**src/hw/rtl/opt_pkg.sv**
```systemverilog
// types, constants and saturation helpers for the one-pole tpt filter
// no dependencies
package opt_pkg;

    localparam int CHANNELS       = 8;
    localparam int SAMPLE_BITS    = 24;
    localparam int COEF_FRAC_BITS = 18;

    localparam int CH_FIELD_BITS  = 3;
    localparam int CH_IDX_BITS    = (CHANNELS > 1) ? $clog2(CHANNELS) : 1;
    localparam int COEF_BITS      = COEF_FRAC_BITS + 1;
    localparam int STATE_BITS     = SAMPLE_BITS + 2;
    localparam int DIFF_BITS      = STATE_BITS + 1;
    localparam int PROD_BITS      = DIFF_BITS + COEF_BITS + 1;
    localparam int SUM_BITS       = STATE_BITS + 5;
    localparam int SNAP_BITS      = 8;

    localparam int QUEUE_DEPTH    = 2;
    localparam int QPTR_BITS      = $clog2(QUEUE_DEPTH);
    localparam int QCNT_BITS      = $clog2(QUEUE_DEPTH + 1);

    // apb register map
    localparam int REG_IDX_BITS   = 2;
    localparam int PADDR_BITS     = REG_IDX_BITS + 2;
    localparam int PDATA_BITS     = 32;

    typedef logic [REG_IDX_BITS-1:0] t_reg_idx;
    localparam t_reg_idx REG_COEF = 2'd0;
    localparam t_reg_idx REG_MODE = 2'd1;
    localparam t_reg_idx REG_SNAP = 2'd2;

    typedef logic [1:0] t_act;
    localparam t_act ACT_FILTER = 2'd0;
    localparam t_act ACT_SNAP   = 2'd1;
    localparam t_act ACT_CLEAR  = 2'd2;

    localparam logic [COEF_BITS-1:0] COEF_ONE = COEF_BITS'(1) << COEF_FRAC_BITS;

    typedef struct packed {
        t_act                          act;
        logic [CH_IDX_BITS-1:0]        chan;
        logic signed [SAMPLE_BITS-1:0] sample;
    } t_entry;

    typedef struct packed {
        logic [COEF_BITS-1:0] coef;
        logic                 hp_mode;
        logic [SNAP_BITS-1:0] snap_level;
    } t_cfg;

    localparam logic signed [SUM_BITS-1:0] SMP_MAX =
        SUM_BITS'((64'sd1 <<< (SAMPLE_BITS - 1)) - 64'sd1);
    localparam logic signed [SUM_BITS-1:0] SMP_MIN = -SMP_MAX - SUM_BITS'(1);
    localparam logic signed [SUM_BITS-1:0] ST_MAX =
        SUM_BITS'((64'sd1 <<< (STATE_BITS - 1)) - 64'sd1);
    localparam logic signed [SUM_BITS-1:0] ST_MIN = -ST_MAX - SUM_BITS'(1);

    function automatic logic signed [SAMPLE_BITS-1:0] sat_sample(
        input logic signed [SUM_BITS-1:0] a
    );
        logic signed [SUM_BITS-1:0] r;
        if (a > SMP_MAX) begin
            r = SMP_MAX;
        end else if (a < SMP_MIN) begin
            r = SMP_MIN;
        end else begin
            r = a;
        end
        return r[SAMPLE_BITS-1:0];
    endfunction

    function automatic logic signed [STATE_BITS-1:0] sat_state(
        input logic signed [SUM_BITS-1:0] a
    );
        logic signed [SUM_BITS-1:0] r;
        if (a > ST_MAX) begin
            r = ST_MAX;
        end else if (a < ST_MIN) begin
            r = ST_MIN;
        end else begin
            r = a;
        end
        return r[STATE_BITS-1:0];
    endfunction

endpackage

```
**src/hw/rtl/opt_front.sv**
```systemverilog
// front end: classifies accepted items and drops the ones that do nothing
// depends on opt_pkg
module opt_front (
    input  logic                              i_in_valid,
    input  logic                              i_in_ready,
    input  opt_pkg::t_act                     i_action,
    input  logic [opt_pkg::CH_FIELD_BITS-1:0] i_channel_index,
    input  logic signed [opt_pkg::SAMPLE_BITS-1:0] i_sample_in,
    output logic                              o_push,
    output opt_pkg::t_entry                   o_entry
);
    import opt_pkg::*;

    logic act_ok;
    logic chan_ok;

    always_comb begin
        unique case (i_action) inside
            ACT_FILTER, ACT_SNAP, ACT_CLEAR: act_ok = 1'b1;
            default:                         act_ok = 1'b0;
        endcase
    end

    assign chan_ok = (int'(i_channel_index) < CHANNELS);

    assign o_push         = i_in_valid && i_in_ready && act_ok && chan_ok;
    assign o_entry.act    = i_action;
    assign o_entry.chan   = CH_IDX_BITS'(i_channel_index);
    assign o_entry.sample = i_sample_in;

endmodule

```
**src/hw/rtl/opt_queue.sv**
```systemverilog
// short fifo between the front end and the execute stage
// depends on opt_pkg
module opt_queue (
    input  logic            i_clk,
    input  logic            i_rst_n,
    input  logic            i_push,
    input  opt_pkg::t_entry i_entry,
    output logic            o_full,
    output logic            o_valid,
    output opt_pkg::t_entry o_entry,
    input  logic            i_pop
);
    import opt_pkg::*;

    t_entry                 r_slot [QUEUE_DEPTH];
    logic [QPTR_BITS-1:0]   r_wr_ptr, n_wr_ptr;
    logic [QPTR_BITS-1:0]   r_rd_ptr, n_rd_ptr;
    logic [QCNT_BITS-1:0]   r_count, n_count;
    logic                   do_pop;

    assign o_full  = (r_count == QCNT_BITS'(QUEUE_DEPTH));
    assign o_valid = (r_count != '0);
    assign o_entry = r_slot[r_rd_ptr];
    assign do_pop  = i_pop && o_valid;

    always_comb begin
        n_wr_ptr = i_push ? r_wr_ptr + QPTR_BITS'(1) : r_wr_ptr;
        n_rd_ptr = do_pop ? r_rd_ptr + QPTR_BITS'(1) : r_rd_ptr;
        n_count  = r_count + QCNT_BITS'(i_push) - QCNT_BITS'(do_pop);
    end

    always_ff @(posedge i_clk) begin
        if (!i_rst_n) begin
            r_wr_ptr <= '0;
            r_rd_ptr <= '0;
            r_count  <= '0;
        end else begin
            r_wr_ptr <= n_wr_ptr;
            r_rd_ptr <= n_rd_ptr;
            r_count  <= n_count;
        end
    end

    always_ff @(posedge i_clk) begin
        if (i_push) begin
            r_slot[r_wr_ptr] <= i_entry;
        end
    end

endmodule

```
**src/hw/rtl/opt_back.sv**
```systemverilog
// execute stage: per-channel integrator update and the result register
// depends on opt_pkg
module opt_back (
    input  logic                                   i_clk,
    input  logic                                   i_rst_n,
    input  opt_pkg::t_cfg                          i_cfg,
    input  logic                                   i_q_valid,
    input  opt_pkg::t_entry                        i_q_entry,
    output logic                                   o_q_pop,
    output logic                                   o_out_valid,
    input  logic                                   i_out_ready,
    output logic signed [opt_pkg::SAMPLE_BITS-1:0] o_lowpass_out,
    output logic signed [opt_pkg::SAMPLE_BITS-1:0] o_highpass_out,
    output logic signed [opt_pkg::SAMPLE_BITS-1:0] o_selected_out
);
    import opt_pkg::*;

    logic signed [STATE_BITS-1:0]  r_state [CHANNELS];
    logic                          r_out_valid, n_out_valid;
    logic signed [SAMPLE_BITS-1:0] r_lp, r_hp, r_sel;

    logic                          slot_free;
    logic signed [STATE_BITS-1:0]  s;
    logic signed [DIFF_BITS-1:0]   diff;
    logic signed [COEF_BITS:0]     g_eff;
    logic signed [PROD_BITS-1:0]   prod;
    logic signed [PROD_BITS-1:0]   prod_rnd;
    logic signed [SUM_BITS-1:0]    v, lp, hp, st;
    logic signed [STATE_BITS-1:0]  snap_hi, snap_lo;
    logic                          in_snap_band;
    logic signed [SAMPLE_BITS-1:0] lp_sat, hp_sat;
    logic                          do_filter, do_zero;

    assign slot_free = !r_out_valid || i_out_ready;
    // snap and clear never need the result slot
    assign o_q_pop = i_q_valid && ((i_q_entry.act != ACT_FILTER) || slot_free);

    assign s = r_state[i_q_entry.chan];

    always_comb begin
        g_eff    = (i_cfg.coef > COEF_ONE) ? {1'b0, COEF_ONE} : {1'b0, i_cfg.coef};
        diff     = DIFF_BITS'(i_q_entry.sample) - DIFF_BITS'(s);
        prod     = PROD_BITS'(diff) * PROD_BITS'(g_eff);
        // round half up, then floor shift
        prod_rnd = prod + (PROD_BITS'(1) <<< (COEF_FRAC_BITS - 1));
        v        = SUM_BITS'(prod_rnd >>> COEF_FRAC_BITS);
        lp       = SUM_BITS'(s) + v;
        hp       = SUM_BITS'(i_q_entry.sample) - lp;
        st       = lp + v;
        lp_sat   = sat_sample(lp);
        hp_sat   = sat_sample(hp);
    end

    always_comb begin
        snap_hi      = STATE_BITS'(i_cfg.snap_level);
        snap_lo      = -snap_hi;
        in_snap_band = (s <= snap_hi) && (s >= snap_lo);
    end

    always_comb begin
        do_filter = 1'b0;
        do_zero   = 1'b0;
        unique case (i_q_entry.act)
            ACT_FILTER: do_filter = o_q_pop;
            ACT_SNAP:   do_zero   = o_q_pop && in_snap_band;
            ACT_CLEAR:  do_zero   = o_q_pop;
            default:    ;
        endcase
    end

    always_comb begin
        n_out_valid = r_out_valid;
        if (i_out_ready) begin
            n_out_valid = 1'b0;
        end
        if (do_filter) begin
            n_out_valid = 1'b1;
        end
    end

    always_ff @(posedge i_clk) begin
        if (!i_rst_n) begin
            r_out_valid <= 1'b0;
            for (int i = 0; i < CHANNELS; i++) begin
                r_state[i] <= '0;
            end
        end else begin
            r_out_valid <= n_out_valid;
            if (do_filter) begin
                r_state[i_q_entry.chan] <= sat_state(st);
            end else if (do_zero) begin
                r_state[i_q_entry.chan] <= '0;
            end
        end
    end

    always_ff @(posedge i_clk) begin
        if (do_filter) begin
            r_lp  <= lp_sat;
            r_hp  <= hp_sat;
            r_sel <= i_cfg.hp_mode ? hp_sat : lp_sat;
        end
    end

    assign o_out_valid    = r_out_valid;
    assign o_lowpass_out  = r_lp;
    assign o_highpass_out = r_hp;
    assign o_selected_out = r_sel;

endmodule

```
**src/hw/rtl/one_pole_tpt_filter.sv**
```systemverilog
// one-pole tpt filter: apb registers, front end, queue and execute stage
// depends on opt_pkg, opt_front, opt_queue, opt_back
// usage:
//   input channel: i_in_valid / o_in_ready with i_action, i_channel_index,
//   i_sample_in. a filter beat yields one result beat; snap and clear beats
//   and beats with an unknown action or channel yield none.
//   output channel: o_out_valid / i_out_ready with o_lowpass_out,
//   o_highpass_out and o_selected_out.
//   registers over apb: coefficient at 0x0, highpass_mode at 0x4, snap_level
//   at 0x8; write only while no beat is in flight.
// timing:
//   a beat waits in the queue; when the execute stage pops it, its channel
//   state and result register update at the same edge, and the result is on
//   the output from then on. one beat per cycle is sustained while the output
//   is not stalled; the per-channel state loop (subtract, multiply, round,
//   add) is combinational, so consecutive same-channel beats see updated state.
// reset: synchronous, active low; channel states, registers and the queue
//   clear, o_in_ready is low while reset is held.
// stall: a held result stays on the output; snap and clear beats still drain
//   the two-entry queue, and o_in_ready drops when the queue fills.
module one_pole_tpt_filter (
    input  logic                                   i_clk,
    input  logic                                   i_rst_n,
    input  logic                                   psel,
    input  logic                                   penable,
    input  logic                                   pwrite,
    input  logic [opt_pkg::PADDR_BITS-1:0]         paddr,
    input  logic [opt_pkg::PDATA_BITS-1:0]         pwdata,
    output logic [opt_pkg::PDATA_BITS-1:0]         prdata,
    output logic                                   pready,
    input  logic                                   i_in_valid,
    output logic                                   o_in_ready,
    input  logic [1:0]                             i_action,
    input  logic [opt_pkg::CH_FIELD_BITS-1:0]      i_channel_index,
    input  logic signed [opt_pkg::SAMPLE_BITS-1:0] i_sample_in,
    output logic                                   o_out_valid,
    input  logic                                   i_out_ready,
    output logic signed [opt_pkg::SAMPLE_BITS-1:0] o_lowpass_out,
    output logic signed [opt_pkg::SAMPLE_BITS-1:0] o_highpass_out,
    output logic signed [opt_pkg::SAMPLE_BITS-1:0] o_selected_out
);
    import opt_pkg::*;

    t_cfg     r_cfg;
    t_reg_idx reg_idx;
    logic     wr_en;

    logic     push, q_full, q_valid, q_pop;
    t_entry   f_entry, q_entry;

    assign pready  = 1'b1;
    assign reg_idx = paddr[PADDR_BITS-1:2];
    assign wr_en   = psel && penable && pwrite && pready;

    always_ff @(posedge i_clk) begin
        if (!i_rst_n) begin
            r_cfg <= '0;
        end else if (wr_en) begin
            unique case (reg_idx)
                REG_COEF: r_cfg.coef       <= pwdata[COEF_BITS-1:0];
                REG_MODE: r_cfg.hp_mode    <= pwdata[0];
                REG_SNAP: r_cfg.snap_level <= pwdata[SNAP_BITS-1:0];
                default:  ;
            endcase
        end
    end

    always_comb begin
        unique case (reg_idx)
            REG_COEF: prdata = PDATA_BITS'(r_cfg.coef);
            REG_MODE: prdata = PDATA_BITS'(r_cfg.hp_mode);
            REG_SNAP: prdata = PDATA_BITS'(r_cfg.snap_level);
            default:  prdata = '0;
        endcase
    end

    assign o_in_ready = i_rst_n && !q_full;

    opt_front u_front (
        .i_in_valid      (i_in_valid),
        .i_in_ready      (o_in_ready),
        .i_action        (i_action),
        .i_channel_index (i_channel_index),
        .i_sample_in     (i_sample_in),
        .o_push          (push),
        .o_entry         (f_entry)
    );

    opt_queue u_queue (
        .i_clk   (i_clk),
        .i_rst_n (i_rst_n),
        .i_push  (push),
        .i_entry (f_entry),
        .o_full  (q_full),
        .o_valid (q_valid),
        .o_entry (q_entry),
        .i_pop   (q_pop)
    );

    opt_back u_back (
        .i_clk          (i_clk),
        .i_rst_n        (i_rst_n),
        .i_cfg          (r_cfg),
        .i_q_valid      (q_valid),
        .i_q_entry      (q_entry),
        .o_q_pop        (q_pop),
        .o_out_valid    (o_out_valid),
        .i_out_ready    (i_out_ready),
        .o_lowpass_out  (o_lowpass_out),
        .o_highpass_out (o_highpass_out),
        .o_selected_out (o_selected_out)
    );

endmodule

```
**config.mk**
```make
export PLATFORM = sky130hd
export DESIGN_NAME = one_pole_tpt_filter
export DESIGN_NICKNAME = d
export VERILOG_FILES = /design/src/hw/rtl/opt_pkg.sv /design/src/hw/rtl/opt_front.sv /design/src/hw/rtl/opt_queue.sv /design/src/hw/rtl/opt_back.sv /design/src/hw/rtl/one_pole_tpt_filter.sv
export SDC_FILE = /design/constraint.sdc
export NUM_CORES = 2
export LEC_CHECK = 0
export ABC_AREA = 1
export BUFFER_PORTS_ARGS = -buffer_cell sky130_fd_sc_hd__buf_2
export CORE_MARGIN = 2
export CORE_UTILIZATION = 45
export DETAILED_ROUTE_END_ITERATION = 16
export MAX_ROUTING_LAYER = met4
export PLACE_DENSITY = 0.61
export SLEW_MARGIN = 20
export SYNTH_ARGS = -nofsm -noshare
export SYNTH_HDL_FRONTEND = slang
export SYNTH_SLANG_ARGS = --single-unit
```
**constraint.sdc**
```tcl
create_clock -name i_clk -period 42 [get_ports i_clk]
set_clock_uncertainty 0.2 [all_clocks]
set_input_delay 10.5 -clock i_clk [delete_from_list [all_inputs] [get_ports i_clk]]
set_output_delay 10.5 -clock i_clk [all_outputs]
set_load 0.05 [all_outputs]
```
==> flow_summary.yaml <==
setup_path:
  cp_slowest_cell: "buf_4"
  crit_required_ns: 31.30
  cp.arrival_ns: 11.82
  crit_family: "buffers and inverters"
  path_buf_inv: 4
  cp_max_fo: 42
  critPathKind: "input port to output pin"
  critPathMostFrequentCell: "buf_2"
  crit_chain: "buf_2 -> buf_4 -> inv_1 -> a21oi_1 -> buf_2"
  start_kind: "input port"
  slowest_delay_ns: 0.47
  crit_path_end_kind: "output pin"
synthesis:
  synth.avg_cell_area_um2: 8.794
  synth_edf_count: 338
  synth.distinct_cells: 73
  ys_ff_latch: 372
  yosys_warnings: 0
  synthArstFlopShare: 0
  netlist_area_um2: 41890
  ys_seq_area_frac: 0.2586
  ys.flop_type: "edfxtp_1"
  postSynthCellCount: 4763
sta:
  worst_pin_slew_ns: 1.060
  fin_tns_setup_ns: 0
  final.period_utilization: 0.5362
  finalHoldViolations: 0
  finalSetupViolCount: 0
  rsz0062_at_grt: "no"
  fin_crit_ns: 22.52
  report.final.slew_viol_count: 0
  fmax_ghz: 0.04440
  relSlewSlack: 0.2925
finish:
  drive_above_1_share: 0.09996
  num-nets-final: 5735
  n_fill_cell: 8826
  syn_to_final_growth_pct: 8.095
clock_tree:
  clock_path_buffers: 3
  post_cts_resized: 0
  cts_tree: "built"
  cts_root_buffer: "clkbuf_16"
  cts_made_buffers: 40
  clkLatencyLatePin_ns: 0.60
  holdBufCountCts: 0
  clk_pin_slew_ns: 0.06
  postCtsSetupRepairBufs: 0
  htreeDepth: 2
  clkSinkCount: 372
min_path:
  hold_path_class: "register to register"
routing:
  first_iter_violations: 2607
  wirelength_mm: 127.1
  antenna_left: 0
  firstDrtPassIters: 6
  avgViaCountPerCell: 5.412
  via_count: 33220
  drc_errors: 0
  wl_per_cell_um: 20.72
floorplanning:
  die-height_um: 309.1
  coreArea_um2: 91940
  die_w_um: 309.1
  start_util: 0.4556
  ios: 179
  die-area_um2: 95540
  rows: 111
place:
  io_buffers: 149
  dp_hpwl_mm: 99.04
  gp_congestion: 0.9601
status:
  status: "finished clean"
grt:
  grt_start_max_net_pins: 73
  grt_pass1_wl_mm: 197.6
  grt.overflow.total: 0
  grt_usage: 0.2805
  grt_pass1_vias: 33910
  antenna_found_initial: 1
job:
  drv_cap: 0
final cells by class:
class	count	area (um2)	share of cell area
sequential	372	10830	0.2392
antenna	2	5.005	0.0001105
tap	1243	1555	0.03435
inverter	923	3470	0.07663
multi-input combinational	3310	26790	0.5918
clock buffer	51	1130	0.02495
clock inverter	20	242.7	0.005361
timing repair buffer	216	1249	0.02758
routing by layer:
metal | vias to the layer above | track usage | wire length [um]
li1 | 15330 | - | -
met1 | 16550 | 0.3611 | 53870
met2 | 1130 | 0.4687 | 61930
met3 | 207 | 0.03145 | 7519
met4 | 0 | 0.07959 | 3824
met5 | - | - | 0
state kept, by name, summed over array words and instances (netlist names), named ones only:
signal / count
u_back.o_selected_out: 24
u_back.o_highpass_out: 24
u_back.o_lowpass_out: 24
u_back.r_state: 208
r_cfg: 28
u_queue.r_slot: 58
u_back.o_out_valid: 1
u_queue.r_wr_ptr: 1
u_queue.r_rd_ptr: 1
u_queue.r_count: 2
layout by cell type (no fill, tap or decap), types with 67 or more instances in the layout:
| cell | count |
|---|---|
| inv_1 | 892 |
| nand2_1 | 762 |
| nor2_1 | 554 |
| fa_1 | 522 |
| a21oi_1 | 342 |
| edfxtp_1 | 338 |
| ha_1 | 278 |
| buf_2 | 149 |
| nand3_1 | 126 |
| o21ai_0 | 126 |
| xor2_1 | 86 |
| buf_4 | 67 |
Yosys cell counts (34+ instances only):
master / n / area, um2
clkbuf_1: 108 / 405.4
nor2_1: 560 / 2102
nand3_1: 126 / 630.6
xnor2_1: 39 / 341.6
o21ai_0: 127 / 635.6
a21oi_2: 52 / 455.4
nand4_1: 39 / 244.0
inv_1: 893 / 3352
ha_1: 278 / 3478
edfxtp_1: 338 / 10150
a21oi_1: 342 / 1712
xor2_1: 86 / 753.2
fa_1: 522 / 10450
nand2_1: 766 / 2875
dfxtp_1: 34 / 680.7
path summary, 6_finish.rpt:
path	depth (start not counted)	to	startpoint	slack (ns)
worst max-delay path	5	o_in_ready	i_rst_n	19.48
worst min-delay path	1	register	u_queue.r_rd_ptr	0.25
worst max register to register	73	u_back.r_state[4][16]	register	22.65
worst min register to register	1	register	u_queue.r_rd_ptr	0.25
stage by stage:
stage / setup WS, ns / util / hold slack [ns] / area, um2 / std cells
after floorplan: 19.62 / - / 0.2257 / 41930 / 4775
after global placement: 19.51 / 0.4775 / 0.2345 / 43900 / 6064
after detailed placement: 19.48 / 0.4775 / 0.2323 / 43900 / 6064
after CTS: 19.48 / 0.4924 / 0.2456 / 45270 / 6135
after global routing: 19.39 / 0.4925 / 0.2694 / 45280 / 6137
final: 19.48 / 0.4925 / 0.2470 / 45280 / 6137
cells by family after synthesis:
group / share of synthesized area
buffers and inverters: 0.1043
AND/OR/NAND/NOR: 0.1676
XOR/XNOR: 0.02718
AO/OA/AOI/OAI: 0.1050
other: 0.0001793
multiplexers: 0.004750
adder cells (fa/ha/maj): 0.3325
flip-flops: 0.2586
Power is left out: the tool's default activity adds up to more than one toggle a clock period on the data nets, which glitch-free logic cannot reach.
